===== src/dsrv_pkg.sv =====
`timescale 1ns / 1ps
// Shared types, constants and functions for the dual-slot record validator.
// No dependencies; imported by the top level and by its checker.

package dsrv_pkg;

    // Record layout and CRC constants.
    localparam logic [31:0] CRC_POLY       = 32'hEDB8_8320;
    localparam logic [31:0] CRC_ALL_ONES   = 32'hFFFF_FFFF;
    localparam logic [16:0] HEADER_BYTES   = 17'd12;
    localparam logic [16:0] CRC_BYTES      = 17'd4;
    localparam logic [15:0] LEGACY_VERSION = 16'd1;

    // Register reset values.
    localparam logic [15:0] CUR_VERSION_RST = 16'd2;
    localparam logic [7:0]  CUR_LEN_RST     = 8'd32;
    localparam logic [7:0]  LEGACY_LEN_RST  = 8'd24;

    // Register index, taken from paddr[3:2].
    typedef enum logic [1:0] {
        REG_CUR_VERSION = 2'd0,
        REG_CUR_LEN     = 2'd1,
        REG_LEGACY_LEN  = 2'd2
    } reg_index_t;

    // Verdict codes, in falling order of priority after the OK code.
    typedef enum logic [2:0] {
        ERR_OK         = 3'd0,
        ERR_READ       = 3'd1,
        ERR_MAGIC      = 3'd2,
        ERR_VERSION    = 3'd3,
        ERR_CRC_BEYOND = 3'd4,
        ERR_CRC        = 3'd5
    } err_code_t;

    // Magic word "BMRC", one byte per offset.
    function automatic logic [7:0] magic_byte(input logic [1:0] idx);
        logic [7:0] val;
        case (idx)
            2'd0:    val = 8'h42;
            2'd1:    val = 8'h4D;
            2'd2:    val = 8'h52;
            default: val = 8'h43;
        endcase
        return val;
    endfunction

    // One byte of the reflected CRC-32, bit by bit.
    function automatic logic [31:0] crc_byte(input logic [31:0] crc_in,
                                             input logic [7:0]  data);
        logic [31:0] crc;
        crc = crc_in ^ {24'd0, data};
        for (int i = 0; i < 8; i++) begin
            crc = (crc >> 1) ^ (crc[0] ? CRC_POLY : 32'd0);
        end
        return crc;
    endfunction

endpackage


===== src/dual_slot_record_validator.sv =====
`timescale 1ns / 1ps
// Dual-slot record validator: per-record checking and slot selection.
// Depends on dsrv_pkg.

// The block takes one record byte per beat and sustains one beat per clock
// unless in_stall holds it; the byte-wide CRC-32 update, which sits between
// the record state registers and themselves, sets that figure. Non-final
// bytes give no result. The last byte of a record (offset RECORD_BYTES-1) is
// captured into a snapshot register; its result beat is then loaded into
// the result register, from which it is presented. It carries the verdict
// for the record together with the updated load slot, save slot and next
// generation over both slots. The slot tag of the last byte alone decides
// which slot the verdict is filed under. The configuration registers may be
// written only while no record result is still in flight.

module dual_slot_record_validator #(
    parameter int RECORD_BYTES = 64
) (
    input  logic        clk,
    input  logic        rst_n,
    // Input beats
    input  logic        in_valid,
    output logic        in_stall,
    input  logic        slot,
    input  logic [7:0]  record_byte,
    input  logic        read_error,
    // Result beats
    output logic        out_valid,
    input  logic        out_stall,
    output logic        done_slot,
    output logic        record_valid,
    output logic [2:0]  error_code,
    output logic [31:0] record_generation,
    output logic        any_valid,
    output logic        load_slot,
    output logic        save_slot,
    output logic [31:0] next_generation,
    output logic        save_blocked,
    // Configuration port
    input  logic        psel,
    input  logic        penable,
    input  logic        pwrite,
    input  logic [3:0]  paddr,
    input  logic [31:0] pwdata,
    output logic [31:0] prdata,
    output logic        pready
);

    import dsrv_pkg::*;

    localparam logic [7:0]  LAST_OFFSET = 8'(RECORD_BYTES - 1);
    localparam logic [16:0] RECORD_LEN  = 17'(RECORD_BYTES);

    // Configuration registers
    logic [15:0] cur_version_reg;
    logic [7:0]  cur_len_reg;
    logic [7:0]  legacy_len_reg;
    logic        cfg_write;

    // Per-record state
    logic [7:0]  offset_reg,  offset_next;
    logic [31:0] crc_reg,     crc_next;
    logic        magic_reg,   magic_next;
    logic [15:0] version_reg, version_next;
    logic [15:0] plen_reg,    plen_next;
    logic [31:0] gen_reg,     gen_next;
    logic [31:0] stored_reg,  stored_next;
    logic        pend_reg,    pend_next;

    // Snapshot of a finished record
    logic        snap_valid_reg;
    logic        snap_slot_reg;
    logic [31:0] snap_crc_reg;
    logic        snap_magic_reg;
    logic [15:0] snap_version_reg;
    logic [15:0] snap_plen_reg;
    logic [31:0] snap_gen_reg;
    logic [31:0] snap_stored_reg;
    logic        snap_pend_reg;

    // Per-slot history
    logic [1:0]  slot_valid_reg,  slot_valid_next;
    logic [31:0] slot_gen_reg [2];
    logic [31:0] slot_gen_next [2];
    logic [1:0]  slot_fail_reg,   slot_fail_next;

    // Result register
    logic        out_valid_reg;
    logic        out_slot_reg;
    logic        out_rvalid_reg;
    err_code_t   out_err_reg;
    logic [31:0] out_rgen_reg;
    logic        out_any_reg;
    logic        out_load_reg;
    logic        out_save_reg;
    logic [31:0] out_ngen_reg;
    logic        out_blocked_reg;

    // Handshake and datapath wires
    logic        in_fire;
    logic        last_byte;
    logic        out_load_ok;
    logic        snap_fire;
    logic [16:0] crc_off;
    logic [16:0] off_wide;
    logic [16:0] crc_idx;
    err_code_t   err;
    logic        rec_ok;
    logic        size_ok;
    logic        sec_newer;
    logic [31:0] gen_diff;
    logic        sel_load;
    logic        sel_save;
    logic [31:0] sel_ngen;

    // ---------------------------------------------------------------
    // Configuration port: zero-wait writes, reads straight from registers.
    // ---------------------------------------------------------------
    assign pready    = 1'b1;
    assign cfg_write = psel && penable && pwrite && pready;

    always_ff @(posedge clk or negedge rst_n)
    begin
        if (!rst_n)
        begin
            cur_version_reg <= CUR_VERSION_RST;
            cur_len_reg     <= CUR_LEN_RST;
            legacy_len_reg  <= LEGACY_LEN_RST;
        end
        else if (cfg_write)
        begin
            unique case (reg_index_t'(paddr[3:2]))
                REG_CUR_VERSION: cur_version_reg <= pwdata[15:0];
                REG_CUR_LEN:     cur_len_reg     <= pwdata[7:0];
                REG_LEGACY_LEN:  legacy_len_reg  <= pwdata[7:0];
                default:         ;
            endcase
        end
    end

    always_comb
    begin
        unique case (reg_index_t'(paddr[3:2]))
            REG_CUR_VERSION: prdata = {16'd0, cur_version_reg};
            REG_CUR_LEN:     prdata = {24'd0, cur_len_reg};
            REG_LEGACY_LEN:  prdata = {24'd0, legacy_len_reg};
            default:         prdata = 32'd0;
        endcase
    end

    // ---------------------------------------------------------------
    // Flow control: the snapshot stage drains into the result register.
    // ---------------------------------------------------------------
    assign out_load_ok = !out_valid_reg || !out_stall;
    assign snap_fire   = snap_valid_reg && out_load_ok;
    assign in_stall    = snap_valid_reg && !out_load_ok;
    assign in_fire     = in_valid && !in_stall;
    assign last_byte   = (offset_reg == LAST_OFFSET);

    // ---------------------------------------------------------------
    // Record state update for one byte.
    // ---------------------------------------------------------------
    assign off_wide = {9'd0, offset_reg};
    assign crc_off  = HEADER_BYTES + {1'b0, plen_reg};
    assign crc_idx  = off_wide - crc_off;

    always_comb
    begin
        pend_next    = pend_reg | read_error;
        magic_next   = magic_reg;
        version_next = version_reg;
        plen_next    = plen_reg;
        gen_next     = gen_reg;
        crc_next     = crc_reg;
        stored_next  = stored_reg;
        offset_next  = offset_reg + 8'd1;

        // Header fields by offset.
        case (offset_reg) inside
            [8'd0:8'd3]:
            begin
                if (record_byte != magic_byte(offset_reg[1:0]))
                begin
                    magic_next = 1'b0;
                end
            end
            8'd4:  version_next[7:0]   = record_byte;
            8'd5:  version_next[15:8]  = record_byte;
            8'd6:  plen_next[7:0]      = record_byte;
            8'd7:  plen_next[15:8]     = record_byte;
            8'd8:  gen_next[7:0]       = record_byte;
            8'd9:  gen_next[15:8]      = record_byte;
            8'd10: gen_next[23:16]     = record_byte;
            8'd11: gen_next[31:24]     = record_byte;
            default: ;
        endcase

        // Header and payload feed the CRC; the four bytes after them
        // hold the stored CRC, little endian.
        if (off_wide < crc_off)
        begin
            crc_next = crc_byte(crc_reg, record_byte);
        end
        else if (off_wide < crc_off + CRC_BYTES)
        begin
            stored_next[{crc_idx[1:0], 3'b000} +: 8] = record_byte;
        end
    end

    always_ff @(posedge clk or negedge rst_n)
    begin
        if (!rst_n)
        begin
            offset_reg  <= 8'd0;
            crc_reg     <= CRC_ALL_ONES;
            magic_reg   <= 1'b1;
            version_reg <= 16'd0;
            plen_reg    <= 16'd0;
            gen_reg     <= 32'd0;
            stored_reg  <= 32'd0;
            pend_reg    <= 1'b0;
        end
        else if (in_fire)
        begin
            if (last_byte)
            begin
                offset_reg  <= 8'd0;
                crc_reg     <= CRC_ALL_ONES;
                magic_reg   <= 1'b1;
                version_reg <= 16'd0;
                plen_reg    <= 16'd0;
                gen_reg     <= 32'd0;
                stored_reg  <= 32'd0;
                pend_reg    <= 1'b0;
            end
            else
            begin
                offset_reg  <= offset_next;
                crc_reg     <= crc_next;
                magic_reg   <= magic_next;
                version_reg <= version_next;
                plen_reg    <= plen_next;
                gen_reg     <= gen_next;
                stored_reg  <= stored_next;
                pend_reg    <= pend_next;
            end
        end
    end

    // ---------------------------------------------------------------
    // Snapshot of a finished record.
    // ---------------------------------------------------------------
    always_ff @(posedge clk or negedge rst_n)
    begin
        if (!rst_n)
        begin
            snap_valid_reg <= 1'b0;
        end
        else if (in_fire && last_byte)
        begin
            snap_valid_reg <= 1'b1;
        end
        else if (snap_fire)
        begin
            snap_valid_reg <= 1'b0;
        end
    end

    always_ff @(posedge clk)
    begin
        if (in_fire && last_byte)
        begin
            snap_slot_reg    <= slot;
            snap_crc_reg     <= crc_next;
            snap_magic_reg   <= magic_next;
            snap_version_reg <= version_next;
            snap_plen_reg    <= plen_next;
            snap_gen_reg     <= gen_next;
            snap_stored_reg  <= stored_next;
            snap_pend_reg    <= pend_next;
        end
    end

    // ---------------------------------------------------------------
    // Verdict, in order of priority.
    // ---------------------------------------------------------------
    assign size_ok =
        (snap_version_reg == LEGACY_VERSION && snap_plen_reg == {8'd0, legacy_len_reg}) ||
        (snap_version_reg == cur_version_reg && snap_plen_reg == {8'd0, cur_len_reg});

    always_comb
    begin
        if (snap_pend_reg)
        begin
            err = ERR_READ;
        end
        else if (!snap_magic_reg)
        begin
            err = ERR_MAGIC;
        end
        else if (!size_ok)
        begin
            err = ERR_VERSION;
        end
        else if (HEADER_BYTES + {1'b0, snap_plen_reg} + CRC_BYTES > RECORD_LEN)
        begin
            err = ERR_CRC_BEYOND;
        end
        else if ((snap_crc_reg ^ CRC_ALL_ONES) != snap_stored_reg)
        begin
            err = ERR_CRC;
        end
        else
        begin
            err = ERR_OK;
        end
    end

    assign rec_ok = (err == ERR_OK);

    // ---------------------------------------------------------------
    // Slot history and wrap-aware selection of load and save slots.
    // ---------------------------------------------------------------
    always_comb
    begin
        slot_valid_next  = slot_valid_reg;
        slot_fail_next   = slot_fail_reg;
        slot_gen_next[0] = slot_gen_reg[0];
        slot_gen_next[1] = slot_gen_reg[1];
        slot_valid_next[snap_slot_reg] = rec_ok;
        slot_fail_next[snap_slot_reg]  = snap_pend_reg;
        slot_gen_next[snap_slot_reg]   = rec_ok ? snap_gen_reg : 32'd0;
    end

    assign gen_diff  = slot_gen_next[1] - slot_gen_next[0];
    assign sec_newer = (gen_diff != 32'd0) && !gen_diff[31];

    always_comb
    begin
        sel_load = 1'b0;
        sel_save = 1'b0;
        sel_ngen = 32'd1;
        if (slot_valid_next[0] && slot_valid_next[1])
        begin
            sel_load = sec_newer;
            sel_save = !sec_newer;
            sel_ngen = (sec_newer ? slot_gen_next[1] : slot_gen_next[0]) + 32'd1;
        end
        else if (slot_valid_next[0])
        begin
            sel_save = 1'b1;
            sel_ngen = slot_gen_next[0] + 32'd1;
        end
        else if (slot_valid_next[1])
        begin
            sel_load = 1'b1;
            sel_ngen = slot_gen_next[1] + 32'd1;
        end
    end

    always_ff @(posedge clk or negedge rst_n)
    begin
        if (!rst_n)
        begin
            slot_valid_reg  <= 2'b00;
            slot_fail_reg   <= 2'b00;
            slot_gen_reg[0] <= 32'd0;
            slot_gen_reg[1] <= 32'd0;
        end
        else if (snap_fire)
        begin
            slot_valid_reg  <= slot_valid_next;
            slot_fail_reg   <= slot_fail_next;
            slot_gen_reg[0] <= slot_gen_next[0];
            slot_gen_reg[1] <= slot_gen_next[1];
        end
    end

    // ---------------------------------------------------------------
    // Result register.
    // ---------------------------------------------------------------
    always_ff @(posedge clk or negedge rst_n)
    begin
        if (!rst_n)
        begin
            out_valid_reg <= 1'b0;
        end
        else if (out_load_ok)
        begin
            out_valid_reg <= snap_valid_reg;
        end
    end

    always_ff @(posedge clk)
    begin
        if (snap_fire)
        begin
            out_slot_reg    <= snap_slot_reg;
            out_rvalid_reg  <= rec_ok;
            out_err_reg     <= err;
            out_rgen_reg    <= rec_ok ? snap_gen_reg : 32'd0;
            out_any_reg     <= |slot_valid_next;
            out_load_reg    <= sel_load;
            out_save_reg    <= sel_save;
            out_ngen_reg    <= sel_ngen;
            out_blocked_reg <= |slot_fail_next;
        end
    end

    assign out_valid         = out_valid_reg;
    assign done_slot         = out_slot_reg;
    assign record_valid      = out_rvalid_reg;
    assign error_code        = out_err_reg;
    assign record_generation = out_rgen_reg;
    assign any_valid         = out_any_reg;
    assign load_slot         = out_load_reg;
    assign save_slot         = out_save_reg;
    assign next_generation   = out_ngen_reg;
    assign save_blocked      = out_blocked_reg;

endmodule


===== config.mk =====
export PLATFORM = sky130hd
export DESIGN_NAME = dual_slot_record_validator
export DESIGN_NICKNAME = d
export VERILOG_FILES = /design/src/dsrv_pkg.sv /design/src/dual_slot_record_validator.sv
export SDC_FILE = /design/constraint.sdc
export NUM_CORES = 1
export LEC_CHECK = 0
export BUFFER_PORTS_ARGS = -buffer_cell sky130_fd_sc_hd__buf_2
export CAP_MARGIN = 0
export CELL_PAD_IN_SITES_DETAIL_PLACEMENT = 1
export CELL_PAD_IN_SITES_GLOBAL_PLACEMENT = 1
export CORE_MARGIN = 3
export CORE_UTILIZATION = 45
export CTS_BUF_LIST = sky130_fd_sc_hd__clkbuf_8
export CTS_CLUSTER_DIAMETER = 150
export DETAILED_ROUTE_END_ITERATION = 7
export GPL_TIMING_DRIVEN = 0
export HOLD_SLACK_MARGIN = 0.1
export PLACE_DENSITY_LB_ADDON = 0.1
export REMOVE_ABC_BUFFERS = 1
export SLEW_MARGIN = 10
export SYNTH_ARGS = -nofsm -noshare
export SYNTH_HDL_FRONTEND = slang
export SYNTH_SLANG_ARGS = --single-unit
export TNS_END_PERCENT = 10

===== constraint.sdc =====
create_clock -name clk -period 8.1 [get_ports clk]
set_clock_uncertainty 0.1 [all_clocks]
set_input_delay 0.405 -clock clk [delete_from_list [all_inputs] [get_ports clk]]
set_output_delay 0.405 -clock clk [all_outputs]
set_load 0.01 [all_outputs]

* Yosys cells after proc, flatten, opt, wreduce, memory -nomap -nowiden
Cells that the tools add are included.
Word-level totals: register bits after elaboration 444, latch bits 0, memory bits (writable) 0, memory bits (read-only) 0, input bits 53, output and inout bits 108, memories kept 0
Cells by class: add/subtract/negate cells 11, multipliers 0, div/mod/pow operators 0, $lt $le $gt $ge 9, equality and inequality tests 19, shift operators 2, multiplexer cells 93, bitwise operators 12, reductions and logical operators 31
Operators with widths (count):
- $mux 32 | 20
- $mux 8 | 46
- $xor 31x32->32 | 8
- $add 32x1->32 const B | 3
- $bwmux 64 | 1
- $pmux 16 s3 | 1
- $add 17x3->17 const B | 2
- $add 4x16->17 const A | 2
- $lt 8x17->1 | 2
- $bwmux 32 | 1
- $demux 32 s1 | 1
- $eq 16x8->1 | 2
- $eq 8x3->1 const B | 4
- $eq 8x4->1 const B | 4
- $mux 16 | 2
- $ne 32x32->1 | 1
- $not 32->32 | 1
- $reduce_bool 32->1 | 1
- $shift 8x7->32 const A | 1
- $shiftx 8x7->32 | 1
- $sub 32x32->32 | 1
- $xor 32x8->32 | 1
- $gt 17x7->1 const B | 1
- $eq 16x1->1 const B | 1
- other kinds (29) | 69

* Logic depth before layout (Yosys ltp)
word-level depth 19, depth in mapped cells 34, mapped depth without buffers 30

* Least setup slack after synthesis
No wires, ideal clock.
path type flip-flop to flip-flop, from reg snap_plen_reg[0], to reg out_ngen_reg[28], in the netlist next_generation[28], data pin, library setup time 272 ps, arrival 8392 ps, data required time 7728 ps, path slack -664 ps, stages on the path, launching flop included 34, clock period less this slack 8764 ps, path through edfxtp_1 or4_4 a2111oi_4 o2111ai_4 nor3_1 nor4b_2 clkbuf_1 clkbuf_1 clkbuf_1 nand2_1 o21ai_0 inv_1 ha_1 nand2_1 or3_1 a21o_1 nand3_1 a31oi_1 o21ai_0 xnor3_1 a31oi_2 clkbuf_1 buf_1 nor2_1 a21oi_1 ha_1 inv_1 a211oi_2 and3_2 nor4b_4 mux2i_4 nor4b_4 xnor2_1 a221oi_2
Between the ends: word-level cells in the longest chain between the ends 16, elaborated cells on any way between the ends 28, those cells by class 6 x add/sub; 1 x order compare; 2 x eq/ne; 11 x mux; 8 x reduce/logical
RTL lines:
- start, declared | line dual_slot_record_validator.sv:76 | logic [15:0] snap_plen_reg;
- start signal, assigned | line dual_slot_record_validator.sv:277 | snap_plen_reg <= plen_next;
- $add 4x16->17 | line dual_slot_record_validator.sv:305 | else if (HEADER_BYTES + {1'b0, snap_plen_reg} + CRC_BYTES > RECORD_LEN)
- $add 17x3->17 | line dual_slot_record_validator.sv:305
- $gt 17x7->1 | line dual_slot_record_validator.sv:305
- $mux 3 | line dual_slot_record_validator.sv:305
- $mux 3 * | line dual_slot_record_validator.sv:301 | else if (!size_ok)
- $mux 3 * | line dual_slot_record_validator.sv:297 | else if (!snap_magic_reg)
- $mux 3 * | line dual_slot_record_validator.sv:293 | if (snap_pend_reg)
- $logic_not 3->1 * | line dual_slot_record_validator.sv:319 | assign rec_ok = (err == ERR_OK);
- net rec_ok | line dual_slot_record_validator.sv:108 | logic rec_ok;
- [... 1 more ...]
- $bwmux 64 | line dual_slot_record_validator.sv:332 | slot_gen_next[snap_slot_reg] = rec_ok ? snap_gen_reg : 32'd0;
- $sub 32x32->32 | line dual_slot_record_validator.sv:335 | assign gen_diff = slot_gen_next[1] - slot_gen_next[0];
- $reduce_bool 32->1 / $logic_not 1->1 (equally long branches) | line dual_slot_record_validator.sv:336 | assign sec_newer = (gen_diff != 32'd0) && !gen_diff[31];
- $logic_and 1x1->1 | line dual_slot_record_validator.sv:336
- $mux 32 | line dual_slot_record_validator.sv:347 | sel_ngen = (sec_newer ? slot_gen_next[1] : slot_gen_next[0]) + 32'd1;
- $add 32x1->32 | line dual_slot_record_validator.sv:347
- $mux 32 * | line dual_slot_record_validator.sv:343 | if (slot_valid_next[0] && slot_valid_next[1])
- net sel_ngen[28] | line dual_slot_record_validator.sv:114 | logic [31:0] sel_ngen;
- end signal, assigned | line dual_slot_record_validator.sv:405 | out_ngen_reg <= sel_ngen;
- end, declared | line dual_slot_record_validator.sv:96 | logic [31:0] out_ngen_reg;
The timed path passes the listed nets; every way through them passes the cells marked *. A chain may end at the register's enable or synchronous reset.

* Worst setup path in the final report
from reg snap_plen_reg[1], to reg out_ngen_reg[18], in the netlist next_generation[18], data pin
Between the ends: word-level cells in the longest chain between the ends 16, elaborated cells on any way between the ends 28, those cells by class 6 x add/sub; 1 x order compare; 2 x eq/ne; 11 x mux; 8 x reduce/logical
RTL lines (line):
- $add 4x16->17 | dual_slot_record_validator.sv:305
- $add 17x3->17 | dual_slot_record_validator.sv:305
- $gt 17x7->1 | dual_slot_record_validator.sv:305
- $mux 3 | dual_slot_record_validator.sv:305
- $mux 3 * | dual_slot_record_validator.sv:301
- $mux 3 * | dual_slot_record_validator.sv:297
- $mux 3 * | dual_slot_record_validator.sv:293
- $logic_not 3->1 * | dual_slot_record_validator.sv:319
- $mux 32
- $bwmux 64 | dual_slot_record_validator.sv:332
- $sub 32x32->32 | dual_slot_record_validator.sv:335
- $reduce_bool 32->1 / $logic_not 1->1 (equally long branches) | dual_slot_record_validator.sv:336
- $logic_and 1x1->1 | dual_slot_record_validator.sv:336
- $mux 32 | dual_slot_record_validator.sv:347
- $add 32x1->32 | dual_slot_record_validator.sv:347
- $mux 32 * | dual_slot_record_validator.sv:343
- net sel_ngen[18] | dual_slot_record_validator.sv:114
Marked as above.

==> results by stage <==
CTS:
- TritonCTS created 80 clock buffers.
- After clock tree synthesis, the clock-pin slew on the worst setup and hold paths is 0.06 ns.
- The maximum root-to-sink buffer count is 3.
- The cell at the root of the clock tree is sky130_fd_sc_hd__clkbuf_8.
- TritonCTS built the clock tree.
- For this design, the sink count on the clock tree is 444.
- The later pin in the worst-skew pair is clocked with a latency of 0.67 ns.
- The number of levels the H-tree was split into is 3.

Global routing:
- Entering global routing, the biggest net connects 95 pins.
- In the global route stage, overall resource usage came out at 0.2740.
- The wire length of the first global-routing pass is 128100 um.
- The via count of the first global-routing pass came to 21698.
- The leftover overflow at the end of global routing is 0.
- The initial antenna violation count came to 1.

Power:
- The worst vdd rail ir drop is 348.7 uV.
- The share of total power in the clock network is 0.247.
- For this design the ratio of total power to cell area is 289.0 mW/mm^2.
- Of the total power, registers draw 0.376.
- The reported leakage power is 12.44 nW.
- The power dissipated by switching net loads is 3.082 mW.
- The share of total power dissipated in combinational logic is 0.376.
- The internal portion of total power is 5.700 mW.
- Of the total power, the share spent switching nets is 0.3509.

Drt:
- The sum of routed wire length over all layers is 82450 um.
- The number of nets with antenna violations after detailed routing is 0.
- The starting DRC count in detailed routing is 1317.
- For this run, design rule violations remaining after detail routing come to 0.
- The met1 layer wirelength in the final routing is 36390 um.
- In the final routed layout, each cell accounts on average for 23.81 um.
- Summed over all nets, wire length on met2 after detailed routing comes to 40270 um.
- The number of optimization iterations in the first detailed-route pass is 5.
- Wire segments on met3 add up to 2757 um in the final route.
- The uppermost metal layer occupied by signal nets is met4.
- The via density per instance is 5.863.
- The vias after detailed routing is 20305.

Timing:
- For this run, the top clock speed supported by timing is 0.1254 GHz.
- Dividing the final minimum period by the clock period gives 0.9847.
- The tightest hold path in the finished design has a slack of 0.2079 ns.
- The final hold violation count is 0.
- For the pin with the worst max-slew slack, the measured transition is 1.204 ns.
- The count of pins over their slew limit is 0.
- Headroom to the max-slew limit came out at 0.1915.
- Setup violations remaining at the end of the flow were counted as 0.
- The minimum clock period after layout is 7.976 ns.

Synthesis:
- The number of synthesized flops with an enable pin is 204.
- The post-synthesis instance total is 2449.
- The cell area after technology mapping is 0.02563 mm^2.
- The count of synthesis-stage warnings from yosys is 0.
- The main flop type after synthesis is sky130_fd_sc_hd__edfxtp_1.
- The share of async-settable or async-resettable flops after synthesis is 0.5405.
- In this run the mean area of a mapped cell was 10.47 um^2.
- The number of storage elements in the synthesis netlist is 444.
- In this run, distinct cell masters in the synthesized netlist total 90.
- The share of the Yosys chip area taken by registers is 0.4751.

Critical path:
- The kind of capture point of the worst setup path is a flop.
- The worst setup path is launched from a flop.
- The arrival time of data at the critical path endpoint is 8.24 ns.
- The cell type of the slowest stage on the worst timing path is sky130_fd_sc_hd__or4b_4.
- The largest incremental delay on the critical path is 0.58 ns.
- The classification of the worst setup path is reg2reg.
- The worst-path maximum fanout is 7.
- The critical path required time is 8.37 ns.
- The most frequent cell on the critical path is sky130_fd_sc_hd__buf_12.

Floorplan:
- The floorplan die width is 244.7 um.
- The count of standard-cell rows is 86.
- The die boundary height is 244.7 um.
- The initial utilization of the core area, before any placement, comes to 0.4598.
- The die area is 0.05986 mm^2.
- During I/O placement, the number of pins put on the boundary was 161.
- The area of the core region is 0.05574 mm^2.

Placed design:
- The routability congestion estimate is 0.9008.
- After detailed placement, the total cell area comes to 0.02733 mm^2.
- The final HPWL from detailed placement is 56990 um.
- The count of port buffers added during placement is 125.

Final layout:
- The flip-flop count of the largest register after layout is 64.
- The number of nets in the finished design is 2762.
- In the final layout, the share of cells above drive strength 1 is 0.2358.
- The layout overhead on the synthesized area is 18.57%.
- After routing the design area is 0.03039 mm^2.

Status:
- The flow ran to the end, and the final reports show no timing, DRC or antenna violations.

Run:
- The number of max-cap violations is 0.

Worst hold path:
- The class of the tightest hold or removal check is in2async.
power by group through the flow:
stage	Sequential [mW]	Combinational, mW	Clock [mW]
2_1_floorplan	3.24	2.38	0
3_3_place_gp	3.31	3.02	0
4_1_cts	3.30	3.26	2.23
3_5_place_dp	3.33	3.19	0
5_1_grt	3.35	3.64	2.34
6_report	3.30	3.31	2.17
Yosys cell counts, types with 14 or more instances:
master                     number  share of area
sky130_fd_sc_hd__a22o_1        93          0.032
sky130_fd_sc_hd__nor2b_1       32         0.0078
sky130_fd_sc_hd__and3_1        20         0.0049
sky130_fd_sc_hd__nor4_1        27         0.0066
sky130_fd_sc_hd__nand3_1       60          0.012
sky130_fd_sc_hd__ha_1          60          0.029
sky130_fd_sc_hd__o22ai_1       14         0.0034
sky130_fd_sc_hd__a22oi_1       14         0.0041
sky130_fd_sc_hd__clkbuf_1     104          0.015
sky130_fd_sc_hd__a21oi_1      138          0.027
sky130_fd_sc_hd__mux2_2       127          0.056
sky130_fd_sc_hd__o21ai_0      106          0.021
sky130_fd_sc_hd__inv_1        104          0.015
sky130_fd_sc_hd__nand4_1       41          0.010
sky130_fd_sc_hd__nand2_1      220          0.032
sky130_fd_sc_hd__dfstp_2       37          0.038
sky130_fd_sc_hd__xor2_1        42          0.014
sky130_fd_sc_hd__o21a_1        22         0.0064
sky130_fd_sc_hd__and2_1        48          0.012
sky130_fd_sc_hd__a31oi_1       24         0.0059
sky130_fd_sc_hd__nand2b_1      14         0.0034
sky130_fd_sc_hd__mux2i_1       67          0.026
sky130_fd_sc_hd__nor3_1        43         0.0084
sky130_fd_sc_hd__xnor2_1      199          0.068
sky130_fd_sc_hd__buf_4         17         0.0050
sky130_fd_sc_hd__o211ai_1      14         0.0041
sky130_fd_sc_hd__o22a_1        33          0.011
sky130_fd_sc_hd__edfxtp_1     204           0.24
sky130_fd_sc_hd__nor2_1       138          0.020
sky130_fd_sc_hd__dfrtp_1      203           0.20
metal layers:
layer / track usage / vias to the layer above
li1: - / 9295
met1: 0.3577 / 10394
met2: 0.4673 / 449
met3: 0.03638 / 167
met4: 0.1013 / 0
met5: 0 / -
stage by stage:
step	power [mW]	setup WS [ns]	TNS [ns]	std cells	utilization
floorplan	5.626	-2.025	-103.16	2329	-
global placement	6.329	-7.216	-976.35	3202	0.4786
detailed placement	6.519	-2.344	-36.39	3229	0.4904
CTS	8.783	0.002966	0	3442	0.5350
global route	9.328	-0.02328	-0.02328	3462	0.5452
finish	8.782	0.1240	0	3463	0.5452
worst paths after layout:
kind / startpoint / endpoint / depth (start not counted) / slack (ns)
worst max-delay path: snap_plen_reg[1]$_DFFE_PP_ / next_generation[18]$_DFFE_PP_ / 28 / 0.12
worst min-delay path: rst_n / stored_reg[20]$_DFFE_PN0P_ / 2 / 0.21
worst max register to register: snap_plen_reg[1]$_DFFE_PP_ / next_generation[18]$_DFFE_PP_ / 28 / 0.12
worst min register to register: pend_reg$_DFFE_PN0P_ / pend_reg$_DFFE_PN0P_ / 2 / 0.40
max in group asynchronous: rst_n / slot_gen_reg[32]$_DFFE_PN0P_ / 4 / 6.41
min in group clk: record_byte[0] / snap_stored_reg[8]$_DFFE_PP_ / 3 / 0.21
cell families after synthesis:
kind of cell / synth area share
other cells: 0.0002930
mux: 0.08284
simple gates: 0.1404
flops: 0.4751
xor+xnor: 0.08323
compound gates: 0.1505
fa+ha+maj: 0.03007
buf+inv: 0.03754
layout by cell type, fill, tap and decap left out, types with 14 or more instances in the layout:
master and instances:
sky130_fd_sc_hd__edfxtp_1 204, sky130_fd_sc_hd__nor2_1 135, sky130_fd_sc_hd__xor2_1 42, sky130_fd_sc_hd__conb_1 17, sky130_fd_sc_hd__nand2_1 215, sky130_fd_sc_hd__buf_2 124, sky130_fd_sc_hd__a31oi_1 18, sky130_fd_sc_hd__o21ai_0 92
sky130_fd_sc_hd__mux2i_1 61, sky130_fd_sc_hd__and3_1 20, sky130_fd_sc_hd__o211ai_1 14, sky130_fd_sc_hd__ha_1 39, sky130_fd_sc_hd__inv_1 129, sky130_fd_sc_hd__nand3_1 59, sky130_fd_sc_hd__dfstp_2 37, sky130_fd_sc_hd__dlygate4sd3_1 20
sky130_fd_sc_hd__xnor2_1 199, sky130_fd_sc_hd__clkbuf_8 92, sky130_fd_sc_hd__a22o_1 92, sky130_fd_sc_hd__o22a_1 33, sky130_fd_sc_hd__o21a_1 21, sky130_fd_sc_hd__nor4_1 24, sky130_fd_sc_hd__nor3_1 34, sky130_fd_sc_hd__and2_1 43
sky130_fd_sc_hd__nand4_1 41, sky130_fd_sc_hd__buf_4 60, sky130_fd_sc_hd__dfrtp_1 203, sky130_fd_sc_hd__nor2b_1 32, sky130_fd_sc_hd__a21oi_1 123, sky130_fd_sc_hd__mux2_2 125, sky130_fd_sc_hd__nand2b_1 14
cell type report:
| class | instances | area, um^2 |
|---|---|---|
| Clock buffer | 92 | 1266 |
| Sequential cell | 444 | 12180 |
| Multi-Input combinational cell | 1782 | 13320 |
| Tap cell | 748 | 935.9 |
| Antenna cell | 1 | 2.502 |
| Clock inverter | 56 | 361.6 |
| Inverter | 104 | 394.1 |
| Timing Repair Buffer | 236 | 1932 |
| Fill cell | 6091 | 25350 |
what timing repair did:
action / CTS / global route
setup buffers: 43 / 21
endpoints found under the setup margin: 33 / 10
hold endpoints to repair: 174 / 0
hold buffers: 20 / 0
gates cloned: 2 / 0
pin swaps: 26 / 36
resized for setup: 62 / 96
critical path: cells and delay by family (launching register included):
family                     cells  cell delay [ns]
muxes                          1             0.21
DFF                            1             0.40
xor gates and xnor gates       2             0.50
buffers and inverters          4             0.48
AOI/OAI and AO/OA             13             3.21
and+or+nand+nor                6             2.02
adders and majority gates      2             0.73
Note: power is estimated with default switching activity, not from simulation.
